`config.mk`:
```
export PLATFORM = sky130hd
export DESIGN_NAME = salc_lookup
export DESIGN_NICKNAME = d
export VERILOG_FILES = /design/src/rtl/salc_pkg.sv /design/src/rtl/salc_lookup.sv
export SDC_FILE = /design/constraint.sdc
export NUM_CORES = 1
export LEC_CHECK = 0
export BUFFER_PORTS_ARGS = -buffer_cell sky130_fd_sc_hd__clkbuf_2
export CAP_MARGIN = 20
export CORE_AREA = 2 2 132 134
export DETAILED_ROUTE_END_ITERATION = 10
export DIE_AREA = 0 0 134 136
export MAX_ROUTING_LAYER = met4
export PLACE_DENSITY_LB_ADDON = 0.12
export SLEW_MARGIN = 20
export SYNTH_ARGS = -nofsm -noshare
export SYNTH_HDL_FRONTEND = slang
export SYNTH_SLANG_ARGS = --single-unit
```
`constraint.sdc`:
```
create_clock -name vclk -period 4.1
set_input_delay 0 -clock vclk [all_inputs]
set_output_delay 0 -clock vclk [all_outputs]
set_load 0.05 [all_outputs]
```
`src/rtl/salc_pkg.sv`:
```
// ----------------------------------------------------------------------------
// salc_pkg
// Shared types, constants and helpers of the set-associative LRU cache tags.
// ----------------------------------------------------------------------------
`default_nettype none

package salc_pkg;

  localparam int SETS      = 64;
  localparam int WAYS      = 4;
  localparam int ADDR_BITS = 32;

  localparam int SET_W  = $clog2(SETS);
  localparam int WAY_W  = (WAYS > 1) ? $clog2(WAYS) : 1;
  localparam int NWAY_W = $clog2(WAYS + 1);
  localparam int TAG_W  = ADDR_BITS - 2;

  localparam int OFF_W  = 4;
  localparam int IDXB_W = 3;
  localparam int WAYC_W = 3;
  localparam int CFG_W  = 4;

  localparam logic [OFF_W-1:0]  OFF_MIN = OFF_W'(2);
  localparam logic [OFF_W-1:0]  OFF_MAX = OFF_W'(8);
  localparam logic [IDXB_W-1:0] IDX_MAX = IDXB_W'(6);

  localparam logic [OFF_W-1:0]  OFF_RESET  = OFF_W'(2);
  localparam logic [IDXB_W-1:0] IDXB_RESET = IDXB_W'(0);
  localparam logic [WAYC_W-1:0] WAYC_RESET = WAYC_W'(1);

  typedef enum logic [1:0] {
    CFG_OFFSET_BITS = 2'd0,
    CFG_INDEX_BITS  = 2'd1,
    CFG_WAYS_IN_USE = 2'd2
  } cfg_index_t;

  typedef enum logic {
    ST_IDLE,
    ST_LOOKUP
  } state_t;

  typedef struct packed {
    logic             valid;
    logic             dirty;
    logic [TAG_W-1:0] tag;
    logic [WAY_W-1:0] rank;
  } entry_t;

  typedef entry_t [WAYS-1:0] row_t;

  localparam int ROW_W = $bits(row_t);

  typedef struct packed {
    logic             hit;
    logic             victim_valid;
    logic             writeback;
    logic [TAG_W-1:0] victim_tag;
    row_t             new_row;
  } lookup_t;

  function automatic row_t reset_row();
    row_t r;
    for (int w = 0; w < WAYS; w++) begin
      r[w]      = '0;
      r[w].rank = WAY_W'(w);
    end
    return r;
  endfunction

endpackage

`default_nettype wire

```
`src/rtl/salc_lookup.sv`:
```
// ----------------------------------------------------------------------------
// salc_lookup
// Way search, victim choice and LRU rank update for one set row.
// ----------------------------------------------------------------------------
`default_nettype none

module salc_lookup
  import salc_pkg::*;
(
  input  wire row_t              row,
  input  wire logic [TAG_W-1:0]  tag,
  input  wire logic [NWAY_W-1:0] nways,
  input  wire logic              mode,
  output lookup_t                result
);

  logic             hit_found;
  logic [WAY_W-1:0] hit_way;
  logic             inval;
  logic [WAY_W-1:0] inv_way;
  logic [WAY_W-1:0] lru_way;
  logic [WAY_W-1:0] best;
  logic [WAY_W-1:0] way;
  logic [WAY_W-1:0] touched_rank;

  always_comb begin
    hit_found = 1'b0;
    hit_way   = '0;
    inval     = 1'b0;
    inv_way   = '0;
    lru_way   = '0;
    best      = row[0].rank;
    for (int w = 0; w < WAYS; w++) begin
      if (NWAY_W'(w) < nways) begin
        if (!hit_found && row[w].valid && row[w].tag == tag) begin
          hit_found = 1'b1;
          hit_way   = WAY_W'(w);
        end
        if (!row[w].valid) begin
          inval   = 1'b1;
          inv_way = WAY_W'(w);
        end
        if (w > 0 && row[w].rank > best) begin
          best    = row[w].rank;
          lru_way = WAY_W'(w);
        end
      end
    end
  end

  always_comb begin
    priority if (hit_found) begin
      way = hit_way;
    end else if (inval) begin
      way = inv_way;
    end else begin
      way = lru_way;
    end
  end

  assign touched_rank = row[way].rank;

  always_comb begin
    result              = '0;
    result.hit          = hit_found;
    result.victim_valid = !hit_found && !inval;
    result.writeback    = !hit_found && !inval && row[way].dirty;
    result.victim_tag   = row[way].tag;
    for (int w = 0; w < WAYS; w++) begin
      result.new_row[w] = row[w];
      if (row[w].rank < touched_rank) begin
        result.new_row[w].rank = row[w].rank + 1'b1;
      end
    end
    result.new_row[way].rank  = '0;
    result.new_row[way].valid = 1'b1;
    result.new_row[way].tag   = tag;
    result.new_row[way].dirty = mode || (hit_found && row[way].dirty);
  end

endmodule

`default_nettype wire
```
; After elaboration in Yosys (flattened, before gate mapping)
; Cells that the tools add are included.
[totals]
reg_bits = 0
in_bits = 170
out_inout_bits = 169
[op_classes]
add_sub_neg = 4
n_lt_le_gt_ge = 13
n_eq_ne = 4
n_mux = 58
n_reduce_logical = 17
[op_table]
columns = operator, n
row1 = $bwmux W136, 4
row2 = $demux W34 S2, 4
row3 = $eq A30 B30 Y1, 4
row4 = $bmux W34 S2, 1
row5 = $mux W33, 2
row6 = $mux W2, 23
row7 = $mux W34, 1
row8 = $mux W32, 1
row9 = $mux W1, 22
row10 = $logic_and A1 B1 Y1, 11
row11 = $add A2 B1 Y2 const B, 4
row12 = $lt A2 B2 Y1, 4
row13 = $gt A2 B2 Y1, 3
row14 = $lt A1 B3 Y1 const A, 2
row15 = $lt A2 B3 Y1 const A, 2
row16 = $logic_not A1 Y1, 5
row17 = $lt A2 B3 Y1 const B, 1
row18 = $ge A2 B1 Y1 const B, 1
row19 = $logic_or A1 B1 Y1, 1

; Logic depth before layout (Yosys ltp)
[depth]
ltp_word = 28
depth_mapped = 22
depth_no_buf = 21

; Least setup slack after synthesis
; Ideal clock, no wire load.
[synth_path]
path_kind = input-to-output
startpoint = in row[1] in the netlist's numbering
endpoint = out result[68] in the netlist's numbering
arrival_ps = 4271
setup_slack_ps = -171
stages = 22
n_path_buf = 1
cell_sequence = inv_1 ha_1 nor2_1 o221ai_1 nand2_1 o21ai_0 ha_1 inv_1 o221a_2 nor2_1 a21oi_1 ha_1 nand2_1 o211ai_1 a21oi_1 or2_2 or4_1 a21o_1 buf_2 o221ai_2 o31ai_1 a21oi_1
[synth_rtl]
columns = element, line
row1 = start: declaration, salc_lookup.sv:10  ; input wire row_t row,
row2 = end: declaration, salc_lookup.sv:14  ; output lookup_t result

==> key figures <==
Timing
  – Tmin final: 4050 ps
  – Max transition margin: 0.496
  – Fin. max-slew vios: 0
  – Setup violators final: 0
  – Achievable frequency: 0.247 GHz
  – Final period utilization: 0.987
  – Final hold vios: 0
  – Unrepaired setup endpoints after global routing: yes
  – Final setup margin: 51.9 ps
  – Worst slew pin tran: 756 ps

Worst setup path
  – CP Data Arrival Time: 4050 ps
  – CP endpoint kind: primary output
  – Critical path startpoint category: input port
  – Largest stage delay on the critical path: 490 ps
  – WS Path Type: input port to primary output
  – Sequence of cells on the critical path: buf_8, inv_4, ha_4, nor2_4, o221ai_4, nand2_1, o21ai_2, ha_1, inv_2, o221a_4, nor2_4, a21oi_2, ha_2, nand2_2, o211ai_1, a21oi_2, or2_4, or4_1, a21o_2, o221ai_4, buf_4, o21ai_0, and2_1, clkbuf_4
  – Worst path slowest cell: or4_1
  – Delay-heaviest family, CP: compound AO/OA/AOI/OAI gates
  – Buffers & Inverters on Critical Path: 5
  – Largest fanout on the critical path: 5
  – Worst endpoint required time: 4100 ps

Yosys
  – Cell variety after synth: 55
  – Ys Warns: 0
  – Sequential fraction of the synthesis area: 0
  – Post-Synthesis Cell Area: 4380 um^2
  – Syn Nets: 862
  – Syn Area/Cell: 6.40 um^2
  – Post-Synthesis Cells: 684

Cells and area
  – ANT cells: 0
  – Area delta synth->final: 66.5%
  – Reg area: 0 um^2
  – Non-filler instance count after layout: 1,220
  – Clock buf count: 0
  – Area of the multi-input gates: 4210 um^2
  – # fillers: 1,779
  – Final #Nets: 1,175
  – Seq Cell Count: 0
  – Commonest non-fill, non-tap cells in the layout: 277 x clkbuf_2, 253 x nand2_1, 61 x xor2_1, 60 x mux2_2, 59 x xnor2_1
  – Most common cell after layout, fill and taps aside: clkbuf_2
  – Layout cell share with drive strength beyond 1: 0.484
  – Design Area, Final: 7290 um^2

Clock tree
  – Hold buffer count at CTS: 0

Drt
  – # DRC: 0
  – Drt first pass iters: 8
  – WL/cell: 20.4 um
  – Via count: 6,160
  – Routed vias/inst: 5.05
  – WL final: 24,900 um
  – DR iter-0 viols: 468
  – Routed Antenna Nets: 0

Flow run
  – Max_cap viols: 0

Global routing
  – Largest net degree at the start of global routing: 63
  – First-pass GRT wire length: 36,000 um
  – Vias in the first global route: 5,701
  – Remaining global-route overflow: 0
  – Initial antenna violation count: 0
  – Total GRT Usage: 0.262

Place
  – DP HPWL: 20,000 um
  – I/O Buffers: 339
  – Placed insts: 1,213
  – GP Congestion: 0.868
  – DP Area: 7020 um^2
  – Dpl ws: -142 ps

Floorplan
  – Die Width: 134 um
  – Row count: 48
  – Initial Utilization: 0.260
  – DIE AREA: 18,200 um^2
  – Io pins: 339
  – CORE AREA: 16,900 um^2
  – Die Ht: 136 um

Worst hold path
  – Worst Hold Path Cells: 4
  – Sink of the worst hold path: result[67]
  – HP Start: row[67]
  – Worst hold path class: input port to primary output

Pwr
  – Leak: 3.69 nW
  – Peak VDD IR: 0.000208 V
  – Power Dens Cells: 368 nW/um^2

Run status
  – Status: complete, no violations
## logic make-up after synthesis
logic type                 synth area share
adders and majority gates            0.0326
xor gates and xnor gates              0.240
buffers and inverters                0.0857
AOI/OAI and AO/OA                     0.159
muxes                                 0.157
and+or+nand+nor                       0.327
## repair_timing
action	CTS	global route
gates resized for setup	18	46
setup endpoints to repair	24	161
pin swaps	6	22
endpoints found under the hold margin	0	0
setup buffers	3	4
cloned	1	0
## layer usage
| metal | up-vias | wire, um | GRT usage | share of wire |
|---|---|---|---|---|
| met3 | 6 | 1520 | 0.0272 | 0.061 |
| met4 | 0 | 89 | 0.00355 | 0.0036 |
| met5 | - | 0 | - | 0 |
| li1 | 2980 | - | - | - |
| met1 | 2920 | 10400 | 0.330 | 0.42 |
| met2 | 254 | 12900 | 0.479 | 0.52 |
## worst max-delay path by stage
stage,start,end,depth (start not counted)
floorplan,row[34],result[100],20
global placement,row[1],result[34],23
detailed placement,row[1],result[34],23
CTS,row[1],result[34],23
global route,row[34],result[69],26
finish,row[35],result[35],24
## report_power, final
group / switching (W) / internal, W
sequential: 0 / 0
clock: 0 / 0
combinational: 0.00177 / 0.000910
total: 0.00177 / 0.000910
## cell usage after synthesis, drive strengths merged, types with 4 or more instances
cell type  count  share of area
maj3           4         0.0097
nand4         18          0.026
buf           45          0.056
mux2          60           0.15
o221ai         4          0.011
xnor2         59           0.12
and2           6         0.0086
a21oi         10          0.012
ha             8          0.023
a222oi        30          0.069
nor2          11          0.011
xor2          61           0.12
nor4          17          0.029
inv           13          0.011
nor3           9          0.013
clkbuf        22          0.019
o21ai          9          0.010
nand2        254           0.22
## final cells by class
type,count,share of cell area
Multi-Input combinational cell,605,0.577
Timing Repair Buffer,377,0.377
Tap cell,225,0.0386
Inverter,13,0.00738
## per-stage QoR
step | utilization | hold slack [ps] | TNS [ps] | total power, W
finish | 0.432 | 391 | 0 | 0.00268
global route | 0.432 | 408 | -1480 | 0.00280
CTS | 0.422 | 393 | -17.3 | 0.00265
detailed placement | 0.416 | 393 | -1120 | 0.00261
global placement | 0.416 | 387 | -145 | 0.00261
floorplan | - | 232 | -344 | 0.00166
(Power assumes the default switching activity.)
