==> config.mk <==
export PLATFORM = sky130hd
export DESIGN_NAME = salc_ram
export DESIGN_NICKNAME = d
export VERILOG_FILES = /design/src/rtl/salc_ram.sv
export SDC_FILE = /design/constraint.sdc
export NUM_CORES = 1
export LEC_CHECK = 0
export ABC_CLOCK_PERIOD_IN_PS = 2500
export BUFFER_PORTS_ARGS = -buffer_cell sky130_fd_sc_hd__buf_2
export CORE_ASPECT_RATIO = 2
export CORE_UTILIZATION = 60
export DETAILED_ROUTE_END_ITERATION = 7
export PLACE_DENSITY = 0.79
export SYNTH_ARGS = -nofsm -noshare
export SYNTH_HDL_FRONTEND = slang
export SYNTH_SLANG_ARGS = --single-unit
==> constraint.sdc <==
create_clock -name clk -period 2.5 [get_ports clk]
set_clock_uncertainty 0.2 [all_clocks]
set_input_delay 0.25 -clock clk [delete_from_list [all_inputs] [get_ports clk]]
set_output_delay 0.25 -clock clk [all_outputs]
set_load 0.02 [all_outputs]
==> src/rtl/salc_ram.sv <==
// ----------------------------------------------------------------------------
// salc_ram
// Generic single-write, single-read RAM with a registered read port.
// ----------------------------------------------------------------------------
`default_nettype none

module salc_ram #(
  parameter int WIDTH = 8,
  parameter int DEPTH = 64
) (
  input  wire logic                     clk,
  input  wire logic                     wr_en,
  input  wire logic [$clog2(DEPTH)-1:0] wr_addr,
  input  wire logic [WIDTH-1:0]         wr_data,
  input  wire logic                     rd_en,
  input  wire logic [$clog2(DEPTH)-1:0] rd_addr,
  output logic      [WIDTH-1:0]         rd_data
);

  logic [WIDTH-1:0] mem [DEPTH];

  always_ff @(posedge clk) begin
    if (wr_en) begin
      mem[wr_addr] <= wr_data;
    end
    if (rd_en) begin
      rd_data <= mem[rd_addr];
    end
  end

endmodule

`default_nettype wire

## Word-level counts from Yosys, hierarchy flattened

Memories as Yosys holds them, arrays and structs flattened. A register that Yosys moved wholly into a read port is not among the register bits.
Index checks and enable logic that the tools add are counted.

| operators by class | value |
|---|---|
| mux-type cells | 2 |

Operator list:

| kind | number |
|---|---|
| $mux W1 | 2 |

| word-level totals | value |
|---|---|
| RAM bits | 512 |
| input bits | 23 |
| bits in registers | 0 |
| logic and storage cells | 3 |
| memories kept | 1 |
| output and inout bits | 8 |

Memories:

| memory | depth | bits a word | rd ports | clocked after memory_dff | wr ports | line | text |
|---|---|---|---|---|---|---|---|
| mem | 64 | 8 | 1 | 1 | 1 | 20 | `logic [WIDTH-1:0] mem [DEPTH];` |

## Longest topological paths before layout

Gate-level depths: netlist of run 1.

| depth | value |
|---|---|
| depth in word-level cells | 2 |
| depth in mapped cells | 9 |

## Least setup slack after synthesis of run 1

OpenSTA, ideal clock, no wires.

| timing | value |
|---|---|
| path kind | in2reg |
| start point | input port rd_addr[1] |
| end point | register rd_data[3] (read register of mem) (data pin) |
| slack | 0.244 ns |
| required time | 2.034 ns |
| path buffers | 3 |
| arrival | 1.790 ns |
| cell stages on the path | 7 |
| cell sequence | buf_4 -> buf_2 -> buf_2 -> mux4_2 -> mux4_2 -> o21ai_1 -> o41ai_1 |

RTL lines:

| element | line | text |
|---|---|---|
| start: declaration | 16 | `input wire logic [$clog2(DEPTH)-1:0] rd_addr,` |
| end: declaration | 17 | `output logic [WIDTH-1:0] rd_data` |

==> impl_metrics.py, run 1 <==
metrics = {
    "status": {
        "status": "complete, no violations",
    },
    "sta": {
        "worstMarginPinSlew_ns": 1.250,
        "max_freq_ghz": 0.4202,
        "rsz0062_at_grt": "false",
        "layout_setup_ws_ns": 0.1203,
        "slew_headroom_pct": 16.64,
        "holdWs_ns": 0.02948,
        "fin_tns_setup_ns": 0,
        "maxSlewViolCount": 0,
        "fin_crit_ns": 2.380,
        "setup_viol": 0,
        "min_period_over_period_pct": 95.19,
        "timing.final.hold_violations": 0,
    },
    "layout": {
        "area_growth_pct": 14.34,
        "drive_gt1_share_pct": 32.66,
        "fin_nets": 1125,
        "fill_cells": 1910,
    },
    "route": {
        "via_per_inst": 6.494,
        "wl_um": 46430,
        "final_antenna_net_count": 0,
        "wire_per_inst_um": 29.63,
        "vias": 10180,
        "first_pass_iters": 5,
        "drcViolationCount": 0,
        "drt_iter0_markers": 1166,
    },
    "synth": {
        "synth_cell_types": 39,
        "synth_async_sr_flop_share_pct": 0,
        "avgSynthCellArea_um2": 21.54,
        "synth_fp_nets": 963,
        "yosysTopAreaCellShare_pct": 77.12,
        "yosys_warnings": 0,
        "syn_inst": 940,
        "syn_area_um2": 20250,
        "yosysMostFrequentCell": "edfxtp_1",
        "ys_ff_latch": 520,
        "synth_area_leaders": "edfxtp_1, mux4_2, nor2_1, mux2i_1, mux2_2",
        "seq_area_frac_synth_pct": 77.12,
        "yosysTopAreaCell": "edfxtp_1",
        "synth_edf_count": 520,
        "ys.flop_type": "edfxtp_1",
        "yosys-top-cells-count": "edfxtp_1, mux4_2, nor2_1",
    },
    "critical_path": {
        "reg2reg_slack_ns": 0.12,
        "critPathCaptureType": "flop",
        "worstReg2RegEnd": "rd_data[6]$_DFFE_PP_",
        "worstSetupStartpointType": "flop",
        "crit_arrival_ns": 2.45,
        "crit_family": "multiplexers",
        "crit_path_top_delay_cell": "mux4_2",
        "path_buf_inv": 0,
        "r2r_cells": 5,
        "max_stage_delay_ns": 0.48,
        "r2r-start": "mem[20][6]$_DFFE_PP_",
        "worst-setup-path-type": "reg -> reg",
        "crit_chain": "mux4_2 > mux2_2 > o221a_2 > nor3_2 > o32ai_1",
        "path_max_fanout": 1,
        "worstPathRequired_ns": 2.57,
    },
    "global_routing": {
        "grt_pass1_wl_um": 68690,
        "track_usage_pct": 28.16,
        "antenna_found_initial": 2,
        "grt-ovfl-total": 0,
        "grt_pass1_vias": 10840,
        "grt_max_degree": 65,
    },
    "place": {
        "portBuffers": 30,
        "hpwlAfterDp_um": 30980,
        "pre_cts_ws_ns": -0.2402,
        "gp_routability_congestion": 0.8722,
    },
    "hold_path": {
        "hold_start": "wr_data[0]",
        "min_path_cells": 1,
        "hold_end": "mem[53][0]$_DFFE_PP_",
        "hold_class": "in -> reg",
    },
    "clock_network": {
        "clockRootBuffer": "clkbuf_16",
        "cts_buffers": 42,
        "cts_tree": "built",
        "clkLatencyLatePin_ns": 0.56,
        "cts_htree_levels": 2,
        "clock-sinks": 520,
        "cts_setup_buffers": 0,
        "path_clk_slew_ns": 0.07,
        "cts_buffer_depth": 3,
    },
    "floorplan": {
        "die_w_um": 131.9,
        "dieArea_um2": 34530,
        "num_rows": 94,
        "pin_count": 31,
        "initial_utilization_pct": 61.26,
        "core_area_um2": 33050,
        "die_h_um": 261.8,
    },
    "pwr": {
        "powerDensity_nw_per_um2": 746.6,
        "power_mw": 17.28,
        "leakage_nw": 7.495,
        "vdd_drop_max_mv": 0.5757,
    },
    "flow_run": {
        "max-cap-violations": 0,
    },
}
final cells by class:
class	count	area (um2)	share of cell area, %
Clock buffer	54	1160	5.010
Antenna cell	2	5.005	0.02162
Tap cell	432	540.5	2.335
Timing Repair Buffer	169	1297	5.604
Clock inverter	21	212.7	0.9188
Multi-Input combinational cell	369	4320	18.66
Sequential cell	520	15620	67.45
cells by family after synthesis:
logic type      share of synthesized area (%)
buf+inv                                 1.563
compound gates                          2.064
simple gates                            3.374
mux                                     15.88
flops                                   77.12
where the power goes:
part,switching (mW),internal (mW)
clock network,2.91,3.70
registers,0.0211,9.66
logic,0.587,0.398
through the flow:
| stage | area, um2 | instances | util [%] |
|---|---|---|---|
| 3_3_place_gp | 21760 | 1489 | 65.84 |
| 5_1_grt | 23150 | 1567 | 70.05 |
| 6_report | 23150 | 1567 | 70.05 |
| 2_1_floorplan | 20250 | 940 | - |
| 3_5_place_dp | 21760 | 1489 | 65.84 |
| 4_1_cts | 23140 | 1565 | 70.02 |
sequential cells by signal (all words and copies together), names as in the netlist:
register  cells
rd_data       8
mem         512
cell usage in the layout (no fill, tap or decap), drive strengths merged, types with 3 or more instances in the layout:
cell | Yosys | routed
o21ai | 4 | 4
bufinv | 0 | 4
a21oi | 3 | 3
o22ai | 8 | 8
mux2i | 23 | 23
mux2 | 13 | 13
a221oi | 6 | 6
mux4 | 126 | 126
o2111ai | 3 | 3
nand2 | 19 | 19
buf | 34 | 167
a22oi | 3 | 3
edfxtp | 520 | 520
o221ai | 8 | 8
nor3 | 7 | 7
nand3 | 13 | 13
clkinv | 0 | 14
clkbuf | 17 | 55
o2bb2ai | 3 | 3
clkinvlp | 0 | 3
a211oi | 4 | 4
nand2b | 7 | 7
nor2 | 83 | 83
nand3b | 3 | 3
nor2b | 14 | 14
repair_timing:
item	CTS	global route
setup endpoints to repair	0	1
resized for setup	0	1
hold endpoints to repair	8	0
hold buffers	1	0
how the worst max path moves through the flow:
stage | from | end | slack [ns] | cells past startpoint
finish | mem[20][6]$_DFFE_PP_ | rd_data[6]$_DFFE_PP_ | 0.12 | 5
global route | mem[21][4]$_DFFE_PP_ | rd_data[4]$_DFFE_PP_ | 0.07 | 5
CTS | mem[20][6]$_DFFE_PP_ | rd_data[6]$_DFFE_PP_ | 0.01 | 5
detailed placement | rd_addr[0] | rd_data[2]$_DFFE_PP_ | -0.24 | 7
global placement | rd_addr[0] | rd_data[2]$_DFFE_PP_ | -0.25 | 8
floorplan | rd_addr[1] | rd_data[3]$_DFFE_PP_ | 0.24 | 7
routing by layer:
metal  global-route usage (%)  up-vias  wire length, um
met2                    52.91      504            26120
li1                         -     4242                -
met4                    15.31        0             2599
met1                    30.99     5304            14880
met5                        0        -                0
met3                    3.434      126             2839
Power figures use the tool's default switching activity.
==> inputs of run 2 (changes only) <==
- CORE_UTILIZATION: 60 -> 40
- PLACE_DENSITY: 0.79 -> 0.58
==> run 2 against run 1 <==
  * Register-to-register slack improved by 0.03 ns
  * Die area rose by 49%
  * First-iteration DRC count fell by 35%
  * Global-route usage fell by 8.4 points
  * Sequential cell count did not move
  * Wire length rose by 6.7%
  * Sequential power barely moved
  * Core utilization fell by 23 points
  * Clock power rose by 1%
  * Highest routed layer is now met5
==> impl_metrics.py, run 2 (synthesis results as in run 1) <==
metrics = {
    "clock_network": {
        "clockRootBuffer": "clkbuf_16",
        "path_clk_slew_ns": 0.07,
        "cts_buffer_depth": 3,
        "cts_setup_buffers": 0,
        "cts_htree_levels": 2,
        "cts_buffers": 43,
        "clkLatencyLatePin_ns": 0.57,
        "clock-sinks": 520,
        "cts_tree": "built",
    },
    "floorplan": {
        "dieArea_um2": 51570,
        "num_rows": 116,
        "core_area_um2": 50070,
        "die_w_um": 161.1,
        "pin_count": 31,
        "initial_utilization_pct": 40.43,
        "die_h_um": 320.2,
    },
    "critical_path": {
        "path_max_fanout": 1,
        "critPathCaptureType": "flop",
        "reg2reg_slack_ns": 0.15,
        "crit_arrival_ns": 2.45,
        "worstPathRequired_ns": 2.60,
        "r2r_cells": 5,
        "r2r-start": "mem[21][6]$_DFFE_PP_",
        "worstSetupStartpointType": "flop",
        "worstReg2RegEnd": "rd_data[6]$_DFFE_PP_",
        "worst-setup-path-type": "reg -> reg",
    },
    "hold_path": {
        "hold_class": "in -> reg",
        "min_path_cells": 3,
        "hold_end": "mem[52][7]$_DFFE_PP_",
        "hold_start": "wr_addr[2]",
    },
    "place": {
        "dpl_cell_area_um2": 22150,
        "placed_cells": 1712,
        "hpwlAfterDp_um": 34300,
        "portBuffers": 30,
        "pre_cts_ws_ns": -0.3116,
        "gp_routability_congestion": 0.8390,
    },
    "route": {
        "wire_per_inst_um": 27.71,
        "wl_um": 49550,
        "vias": 9909,
        "via_per_inst": 5.542,
        "drt_iter0_markers": 763,
        "final_antenna_net_count": 0,
        "drcViolationCount": 0,
        "first_pass_iters": 5,
    },
    "layout": {
        "final_cell_count_no_fill": 1788,
        "layout_common_cells": "edfxtp_1, buf_4, mux4_2",
        "area_growth_pct": 16.20,
        "final_area_um2": 23530,
        "regMostFlops": "mem",
        "drive_gt1_share_pct": 32.98,
        "largest_reg_flops": 512,
        "fill_cells": 4123,
        "reg_top3": "mem x512, rd_data x8",
        "layout_commonest_cell": "edfxtp_1",
        "fin_nets": 1132,
        "fin_util_pct": 46.98,
    },
    "pwr": {
        "leakage_nw": 7.547,
        "powerDensity_nw_per_um2": 739.4,
        "power_mw": 17.39,
        "vdd_drop_max_mv": 0.4224,
    },
    "sta": {
        "maxSlewViolCount": 0,
        "setup_viol": 0,
        "worstMarginPinSlew_ns": 0.8342,
        "slew_headroom_pct": 44.39,
        "rsz0062_at_grt": "false",
        "layout_setup_ws_ns": 0.1480,
        "max_freq_ghz": 0.4252,
        "fin_tns_setup_ns": 0,
        "timing.final.hold_violations": 0,
        "min_period_over_period_pct": 94.08,
        "holdWs_ns": 0.02458,
        "fin_crit_ns": 2.352,
    },
    "status": {
        "status": "complete, no violations",
    },
    "flow_run": {
        "max-cap-violations": 0,
    },
    "global_routing": {
        "grt_pass1_wl_um": 72530,
        "antenna_found_initial": 4,
        "grt_pass1_vias": 10450,
        "grt_max_degree": 65,
        "grt-ovfl-total": 0,
        "track_usage_pct": 19.74,
    },
}
-- run 2: cell types whose count changed in the layout (fill, tap and decap cells not counted) --
| cell | before | now |
|---|---|---|
| clkbuf_16 | 45 | 44 |
| buf_12 | 7 | 13 |
| clkinv_1 | 6 | 8 |
| clkinvlp_4 | 3 | 2 |
| inv_6 | 0 | 3 |
| clkbuf_1 | 9 | 6 |
| clkinv_8 | 0 | 1 |
| clkinv_2 | 6 | 5 |
| clkinv_4 | 2 | 0 |
-- run 2: cell type report --
| class | instances | area [um2] | share of cell area, % |
|---|---|---|---|
| antenna | 2 | 5.005 | 0.02127 |
| clock buffer | 50 | 1124 | 4.776 |
| sequential | 520 | 15620 | 66.37 |
| clock inverter | 23 | 232.7 | 0.9892 |
| timing repair buffer | 175 | 1418 | 6.026 |
| tap | 649 | 812.0 | 3.452 |
| multi-input combinational | 369 | 4320 | 18.36 |
-- run 2: where the power goes --
part / internal, mW / switching [mW]
Combinational: 0.423 / 0.603
Clock: 3.64 / 3.04
Sequential: 9.66 / 0.0225
-- run 2: worst max-delay path by stage --
| stage | startpoint | to | slack [ns] | depth (start not counted) |
|---|---|---|---|---|
| after floorplan | rd_addr[1] | rd_data[3]$_DFFE_PP_ | 0.24 | 7 |
| after global placement | rd_addr[0] | rd_data[6]$_DFFE_PP_ | -0.33 | 7 |
| after detailed placement | rd_addr[0] | rd_data[6]$_DFFE_PP_ | -0.31 | 7 |
| after CTS | mem[16][6]$_DFFE_PP_ | rd_data[6]$_DFFE_PP_ | 0.10 | 5 |
| after global routing | mem[21][4]$_DFFE_PP_ | rd_data[4]$_DFFE_PP_ | 0.08 | 6 |
| final | mem[21][6]$_DFFE_PP_ | rd_data[6]$_DFFE_PP_ | 0.15 | 5 |
-- run 2: what timing repair did --
action,CTS,global route
setup endpoints to repair,1,0
hold buffers,1,0
hold endpoints to repair,8,0
gates resized for setup,1,0
-- run 2: critical path: stages (launching register included) --
cell	delay, ns
edfxtp_1	0.35
mux4_2	0.49
mux2_2	0.31
o221a_2	0.31
nor3_2	0.30
o32ai_1	0.13
-- run 2: per-layer routing --
| metal | share of wire (%) | GRT usage [%] | up-vias |
|---|---|---|---|
| li1 | - | - | 4252 |
| met1 | 34 | 20.94 | 5350 |
| met2 | 59 | 39.42 | 233 |
| met3 | 3.3 | 2.043 | 70 |
| met4 | 2.8 | 6.834 | 4 |
| met5 | 0.044 | 0 | - |
